File: src/lfu_pkg.sv
package lfu_pkg;
    localparam int KEY_W = 32;
    localparam int VAL_W = 32;
    localparam int CNT_W = 32;
    localparam int STAMP_W = 64;
    localparam int CAP_W = 5;
    localparam logic CMD_GET = 1'b0;
    localparam logic CMD_PUT = 1'b1;
    localparam logic [VAL_W-1:0] MISS_VALUE = '1;

    typedef struct packed {
        logic [KEY_W-1:0]   key;
        logic [VAL_W-1:0]   value;
        logic [CNT_W-1:0]   count;
        logic [STAMP_W-1:0] stamp;
    } t_entry;
endpackage

File: src/lfu_cache_table.sv
// lfu_cache_table: fully associative lfu store, oldest touch breaks ties
// operation: an input beat is taken only while idle; o_stall stays high until the
// result has been taken, so a new operation waits until the last one is done;
// the scan reads one entry per cycle, then the write state writes the chosen slot
// back on a hit or a put, and the result is held while i_stall is high
// reset: synchronous active low; clears valid bits, touch clock, sets limit 16
module lfu_cache_table #(
    parameter int ENTRIES = 16
) (
    input  logic        i_clk,
    input  logic        i_rst_n,
    input  logic        i_cfg_we,
    input  logic [4:0]  i_cfg_data,
    input  logic        i_valid,
    output logic        o_stall,
    input  logic        i_cmd,
    input  logic [31:0] i_lookup_key,
    input  logic [31:0] i_store_value,
    output logic        o_valid,
    input  logic        i_stall,
    output logic        o_hit,
    output logic [31:0] o_read_value,
    output logic        o_evicted,
    output logic [31:0] o_evicted_key
);
    localparam int IW = (ENTRIES > 1) ? $clog2(ENTRIES) : 1;
    localparam int CW = $clog2(ENTRIES + 1);
    localparam logic [1:0] S_IDLE = 2'd0, S_SCAN = 2'd1, S_WRITE = 2'd2, S_OUT = 2'd3;

    lfu_pkg::t_entry mem [ENTRIES];
    logic [ENTRIES-1:0] r_valid_bits;
    lfu_pkg::t_entry r_rd;
    logic [1:0] r_state;
    logic [IW:0] r_addr;       // address issued
    logic [IW-1:0] r_rd_idx;   // index of data in r_rd
    logic r_rd_live;
    logic r_cmd;
    logic [31:0] r_key, r_val;
    logic [lfu_pkg::CAP_W-1:0] r_cap;
    logic [63:0] r_clock;
    logic r_found;
    logic [IW-1:0] r_found_idx, r_free_idx, r_vic_idx;
    lfu_pkg::t_entry r_found_e, r_vic_e;
    logic r_has_free, r_has_vic;
    logic [CW-1:0] r_used;
    logic r_hit, r_ev;
    logic [31:0] r_rdv, r_evk;

    logic rd_ok, better;
    logic [CW-1:0] cap_eff;
    logic [IW-1:0] wr_idx;
    lfu_pkg::t_entry wr_e;
    logic wr_new, need_ev;

    assign o_stall = (r_state != S_IDLE);
    assign o_valid = (r_state == S_OUT);
    assign o_hit = r_hit;
    assign o_read_value = r_rdv;
    assign o_evicted = r_ev;
    assign o_evicted_key = r_evk;

    assign rd_ok = r_rd_live && r_valid_bits[r_rd_idx];
    assign better = !r_has_vic || (r_rd.count < r_vic_e.count) ||
        (r_rd.count == r_vic_e.count && r_rd.stamp < r_vic_e.stamp);

    always_comb begin
        if (r_cap == '0) cap_eff = CW'(1);
        else if (32'(r_cap) > ENTRIES) cap_eff = CW'(ENTRIES);
        else cap_eff = CW'(r_cap);
        need_ev = (r_used >= cap_eff) || !r_has_free;
        wr_new = 1'b0;
        wr_idx = r_found_idx;
        wr_e = r_found_e;
        if (r_found) begin
            if (r_cmd == lfu_pkg::CMD_PUT) wr_e.value = r_val;
            if (r_found_e.count != '1) wr_e.count = r_found_e.count + 1'b1;
            wr_e.stamp = r_clock;
        end else begin
            wr_new = (r_cmd == lfu_pkg::CMD_PUT);
            wr_idx = need_ev ? r_vic_idx : r_free_idx;
            wr_e.key = r_key;
            wr_e.value = r_val;
            wr_e.count = 32'd1;
            wr_e.stamp = r_clock;
        end
    end

    // memory: one read port, one write port
    always_ff @(posedge i_clk) begin
        r_rd <= mem[r_addr[IW-1:0]];
        if (r_state == S_WRITE && (r_found || wr_new)) mem[wr_idx] <= wr_e;
    end

    always_ff @(posedge i_clk) begin
        if (!i_rst_n) begin
            r_state <= S_IDLE;
            r_valid_bits <= '0;
            r_cap <= 5'd16;
            r_clock <= '0;
            r_rd_live <= 1'b0;
            r_addr <= '0;
        end else begin
            if (i_cfg_we) r_cap <= i_cfg_data;
            case (r_state)
                S_IDLE: begin
                    if (i_valid) begin
                        r_cmd <= i_cmd;
                        r_key <= i_lookup_key;
                        r_val <= i_store_value;
                        r_found <= 1'b0;
                        r_has_free <= 1'b0;
                        r_has_vic <= 1'b0;
                        r_used <= '0;
                        r_addr <= '0;
                        r_rd_live <= 1'b0;
                        r_state <= S_SCAN;
                    end
                end
                S_SCAN: begin
                    if (r_addr < (IW+1)'(ENTRIES)) begin
                        r_rd_idx <= r_addr[IW-1:0];
                        r_rd_live <= 1'b1;
                        r_addr <= r_addr + 1'b1;
                    end else begin
                        r_rd_live <= 1'b0;
                    end
                    if (r_rd_live) begin
                        if (rd_ok) begin
                            r_used <= r_used + 1'b1;
                            if (!r_found && r_rd.key == r_key) begin
                                r_found <= 1'b1;
                                r_found_idx <= r_rd_idx;
                                r_found_e <= r_rd;
                            end
                            if (better) begin
                                r_has_vic <= 1'b1;
                                r_vic_idx <= r_rd_idx;
                                r_vic_e <= r_rd;
                            end
                        end else if (!r_has_free) begin
                            r_has_free <= 1'b1;
                            r_free_idx <= r_rd_idx;
                        end
                    end
                    if (r_rd_live && r_rd_idx == IW'(ENTRIES-1)) r_state <= S_WRITE;
                end
                S_WRITE: begin
                    r_hit <= r_found;
                    r_rdv <= (r_found && r_cmd == lfu_pkg::CMD_GET) ?
                        r_found_e.value : lfu_pkg::MISS_VALUE;
                    r_ev <= wr_new && need_ev;
                    r_evk <= (wr_new && need_ev) ? r_vic_e.key : 32'd0;
                    if (r_found || wr_new) r_clock <= r_clock + 1'b1;
                    if (wr_new) r_valid_bits[wr_idx] <= 1'b1;
                    r_state <= S_OUT;
                end
                S_OUT: begin
                    if (!i_stall) r_state <= S_IDLE;
                end
                default: r_state <= S_IDLE;
            endcase
        end
    end
endmodule

File: config.mk
export PLATFORM = sky130hd
export DESIGN_NAME = lfu_cache_table
export DESIGN_NICKNAME = d
export VERILOG_FILES = /design/src/lfu_pkg.sv /design/src/lfu_cache_table.sv
export SDC_FILE = /design/constraint.sdc
export NUM_CORES = 2
export LEC_CHECK = 0
export BUFFER_PORTS_ARGS = -buffer_cell sky130_fd_sc_hd__buf_2
export CORE_MARGIN = 1
export CORE_UTILIZATION = 59
export CTS_BUF_LIST = sky130_fd_sc_hd__clkbuf_4
export DETAILED_ROUTE_END_ITERATION = 12
export MAX_ROUTING_LAYER = met4
export PLACE_DENSITY = 0.75
export SLEW_MARGIN = 20
export SYNTH_ARGS = -nofsm -noshare
export SYNTH_HDL_FRONTEND = slang
export SYNTH_SLANG_ARGS = --single-unit
File: constraint.sdc
create_clock -name i_clk -period 19.7 [get_ports i_clk]
set_input_delay 0.985 -clock i_clk [delete_from_list [all_inputs] [get_ports i_clk]]
set_output_delay 0.985 -clock i_clk [all_outputs]
set_load 0.005 [all_outputs]
# == Word-level counts from Yosys, hierarchy flattened ==
# Memories as Yosys holds them, arrays and structs flattened. A register that Yosys moved wholly into a read port is not among the register bits.
# Index checks and enable logic that the tools add are counted.
# op_classes
n_addsub,4
magnitude_cmp,8
eq_ne,16
mux,39
bitwise_logic,4
reduce_logical,34
# op_table
cell,count
$mux W128,1
$mux W32,3
$add A64 B1 Y64 const B,1
$eq A32 B32 Y1,2
$lt A64 B64 Y1,1
$add A32 B1 Y32 const B,1
$lt A32 B32 Y1,1
$ne A32 B32 Y1 const B,1
$mux W5,6
$reduce_and A5 Y1,5
$pmux W5 S2,2
$ne A2 B2 Y1 const B,9
$or A16 B16 Y16,1
$mux W1,15
$reduce_and A3 Y1,4
$reduce_and A6 Y1,2
$add A5 B1 Y5 const B,2
$lt A4 B5 Y1 const B,2
$logic_and A1 B1 Y1,8
$mux W4,2
$pmux W1 S2,4
$pmux W2 S4,1
$reduce_and A2 Y1,4
$mux W2,3
other kinds (15),24
# word_totals
regBits,472
ramBits,2560
input_bits,75
output_inout_bits,68
wordCells,133
n_memories,1
# mem_list
name,depth,width,read_ports,rd_ports_with_merged_regs,write_ports,line_no,rtl
mem,16,160,1,1,1,lfu_cache_table.sv:30,lfu_pkg::t_entry mem [ENTRIES];

# == Logic depth before layout (Yosys ltp) ==
# depth
depth_word,12
mapped_depth,12
depth_no_buf,10

# == Worst setup path after synthesis ==
# No wires, ideal clock.
# synth_timing
path_kind,register -> register
from,register r_cap[1] (netlist name)
to,memory mem[7][0] (netlist name) (enable)
setup_ns,0.908
t_arrival_ns,13.823
required_ns,18.792
path_slack_ns,4.968
stages_incl_launch_ff,13
path_buffers,2
synth_period_minus_slack_ns,14.732
path_cell_list,dfxtp_1 > nor3_1 > nor2_1 > nor2_1 > ha_1 > nor2b_1 > o21a_1 > o21ai_1 > a211oi_1 > or2_2 > clkbuf_1 > clkbuf_1 > nor3b_1
# synth_between
elab_chain_len,7
word_cells_on_any_way,8
classes_between,2 x order compare; 4 x mux; 2 x reduce/logical
# synth_lines
element,line_no,rtl
"start, declared",lfu_cache_table.sv:39,logic [lfu_pkg::CAP_W-1:0] r_cap;
"start signal, assigned",lfu_cache_table.sv:103,if (i_cfg_we) r_cap <= i_cfg_data;
$gt A5 B5 Y1,lfu_cache_table.sv:68,else if (32'(r_cap) > ENTRIES) cap_eff = CW'(ENTRIES);
$mux W5,lfu_cache_table.sv:68,
$mux W5 *,lfu_cache_table.sv:67,if (r_cap == '0) cap_eff = CW'(1);
$ge A5 B5 Y1 *,lfu_cache_table.sv:70,need_ev = (r_used >= cap_eff) || !r_has_free;
$logic_or A1 B1 Y1 *,lfu_cache_table.sv:70,
$mux W4 *,lfu_cache_table.sv:80,wr_idx = need_ev ? r_vic_idx : r_free_idx;
$mux W4 *,lfu_cache_table.sv:74,if (r_found) begin
"end, declared",lfu_cache_table.sv:30,
# Every way passes the cells marked *; elsewhere a longest branch is shown, timed or not.

==> qor.csv <==
metric,value,unit
outcome,"complete, no violations",
post-synthesis cell area,120000,um^2
Syn-to-layout area delta,12.6,%
TritonCTS clock tree,built,
P per Cell Area,112,nW/um^2
r2r worst-path depth,6,
maximum vdd drop,0.0818,mV
ys async rst share,0,%
largest family of logic cells by synthesized area,multiplexers,
RR Endpoint,r_rd[156],
Setup crit end,r_rd[156],
path type of the worst min-delay path,input port to flop,
Net Sw Power,3.60,mW
Finish-stage setup viols,0,
DRC violations left,0,
Detail Route Antenna Nets,0,
cell internal pwr,11.4,mW
post-synthesis adder-cell area fraction,1.14,%
initial antenna violation count,14,
core region area,202000,um^2
Die Footprint,205000,um^2
Layout Cells excl Fill,9498,
Die Ht,453,um
IO Count,143,
total power,15.0,mW
routed length on met3,23800,um
mux contribution to synthesized area,15.7,%
iteration count of the initial detailed-routing pass,5,
Worst Path Required,20.98,ns
post_cts resized,0,
FF-to-FF Start,r_addr[0],
clock sinks,3192,
dominant synthesized flop cell,edfxtp_1,
most frequent cells in the layout,"edfxtp_1 (2939), clkbuf_4 (1198), mux4_2 (794), dfxtp_1 (249), clkinv_1 (155)",
"Avg Cell Area, Syn",22.5,um^2
Clk network pwr share,35.9,%
Switching Share,23.9,%
Routability Congestion,0.825,
CTS max path bufs,4,
Overflow after GRT,0,
slew of the pin with the lowest slew margin,1.20,ns
Starting Density,59.3,%
CP startpoint,r_addr[0],
Simple-Gate Fraction of Synth Area,2.20,%
Final period util,27.6,%
clk root buf,clkbuf_4,
clk slew on worst S/H paths,0.07,ns
GR Util All Layers,26.5,%
synth warn,0,
vias in the first global route,60252,
worst skew pair latency,1.46,ns
Yosys cell types,62,
Compound-Gate Fraction of Synth Area,1.24,%
number of flops mapped to enable cells by yosys,2939,
RSZ-0062 raised after global routing,false,
Mapped Cells,5334,
CP Max Fanout,48,
first-pass GRT wire length,382000,um
via count,58368,
leakage power,43.6,nW
share of cells above drive strength 1,35.3,%
max-slew violation count,0,
slew margin rel.,20.3,%
crit path kind,flop to flop,
Achievable Freq,184,MHz
Die X,453,um
Critical Path AT,6.71,ns
Worst Skew,0.104,ns
FP Rows,165,
Synth Register Bits,3192,
TritonCTS Buffers,767,
wire length on met1,103000,um
Flop pwr share,52.7,%
Fin. Hold Viols,0,
placed cells,8015,
nets,6374,
initial drt markers,6775,
largest net degree at the start of global routing,134,
Routed WL,260000,um
Vias/cell,6.15,
setup_tns,0,ns
IO buf count,142,
crit end category,flop,
Mapped Nets,5518,
"Seq/Total Area, Yosys",77.9,%
H-Tree Level Count,6,
crit start category,flop,
Max-cap violations,0,
minimum clock period,5.43,ns
Post-Synth XOR/XNOR Area,0.761,%
post-DP HPWL,130000,um
routed wl met2,128000,um
logic gate share of total power,11.3,%
WL per Instance,27.3,um
max layer used,met4,
"most common cell after layout, fill and taps aside",edfxtp_1,
r2r setup slk,14.27,ns
cell usage after synthesis (7+ instances only):
cell type / number / area [um^2]
buf_2: 12 / 60.1
and2_1: 40 / 250
nand2_1: 61 / 229
edfxtp_1: 2939 / 88300
mux2_2: 64 / 721
nor3_1: 24 / 120
a22o_1: 14 / 123
a21oi_1: 84 / 420
mux2i_1: 17 / 170
buf_1: 43 / 161
or3_1: 23 / 144
or2_2: 35 / 219
o21ai_0: 39 / 195
nor4_1: 13 / 81.3
inv_1: 111 / 417
xnor2_1: 33 / 289
o211ai_1: 10 / 75.1
dfxtp_1: 253 / 5060
nor2b_1: 16 / 100
nand2b_1: 7 / 43.8
and4_1: 22 / 193
clkbuf_1: 172 / 646
a211oi_1: 21 / 158
and3_1: 16 / 100
nand4_1: 48 / 300
nand3_1: 54 / 270
mux4_2: 794 / 17900
o21a_1: 11 / 82.6
xor2_1: 71 / 622
ha_1: 109 / 1360
nor2_1: 109 / 409
per-stage QoR:
step	util [%]	worst slack [ns]	hold slack (ns)	area [um^2]
after detailed placement	61.4	14.06	0.389	124000
after global routing	66.8	13.72	0.133	135000
after global placement	61.4	14.10	0.389	124000
after floorplan	-	4.97	0.386	120000
after CTS	66.8	14.07	0.0505	135000
final	66.8	14.27	0.208	135000
layout make-up:
| cell class | count | area [um^2] |
|---|---|---|
| multi-input cells | 1803 | 25300 |
| repair buffers | 314 | 2410 |
| clock buffers | 1198 | 8990 |
| fillers | 12653 | 67000 |
| diodes | 12 | 30.0 |
| flip-flops and latches | 3192 | 93300 |
| inverters | 112 | 420 |
| well taps | 2672 | 3340 |
| clock inverters | 195 | 1010 |
worst max-delay path, stage by stage (launching register included):
cell and delay [ns]:
dfxtp_4 0.95, buf_4 0.76, buf_4 0.77, buf_4 0.89
buf_4 0.67, mux4_2 0.60, mux4_2 0.46
registers in the layout (all words and copies together), names as in the netlist, 5 cells and up:
signal	cells
mem	2560
r_rd	160
r_vic_e	128
r_found_e	96
r_clock	64
o_evicted_key	32
o_read_value	32
r_key	32
r_val	32
r_valid_bits	16
r_addr	5
r_cap	5
r_used	5
cells by family after synthesis:
group	count (synthesis)
AO/OA/AOI/OAI	229
XOR/XNOR	104
adder cells (fa/ha/maj)	109
buffers and inverters	339
flip-flops	3192
multiplexers	875
AND/OR/NAND/NOR	486
how the worst min path moves through the flow:
stage | start | to | slack (ns) | depth (start not counted)
2_1_floorplan | r_rd[100] | r_found_e[100] | 0.39 | 0
3_3_place_gp | r_rd[108] | r_found_e[108] | 0.39 | 0
3_5_place_dp | r_rd[101] | r_found_e[101] | 0.39 | 0
4_1_cts | i_valid | r_rd_live | 0.05 | 5
5_1_grt | i_valid | r_val[12] | 0.13 | 2
6_report | i_valid | r_rd_live | 0.21 | 5
power by group through the flow:
| stage | Sequential, mW | Combinational [mW] | Clock (mW) |
|---|---|---|---|
| after global placement | 8.07 | 1.67 | 0 |
| after floorplan | 8.03 | 1.26 | 0 |
| final | 7.94 | 1.70 | 5.41 |
| after CTS | 7.93 | 1.73 | 5.52 |
| after detailed placement | 8.08 | 1.71 | 0 |
| after global routing | 7.95 | 1.83 | 5.84 |
per-layer routing:
layer	global-route usage, %	vias up
li1	-	24571
met2	40.7	2889
met5	-	-
met4	7.55	0
met3	5.38	360
met1	36.5	30548
repair_timing:
action,CTS,global route
setup buffers,0,0
hold buffers,78,0
hold endpoints to repair,73,0
(Power assumes the default switching activity.)
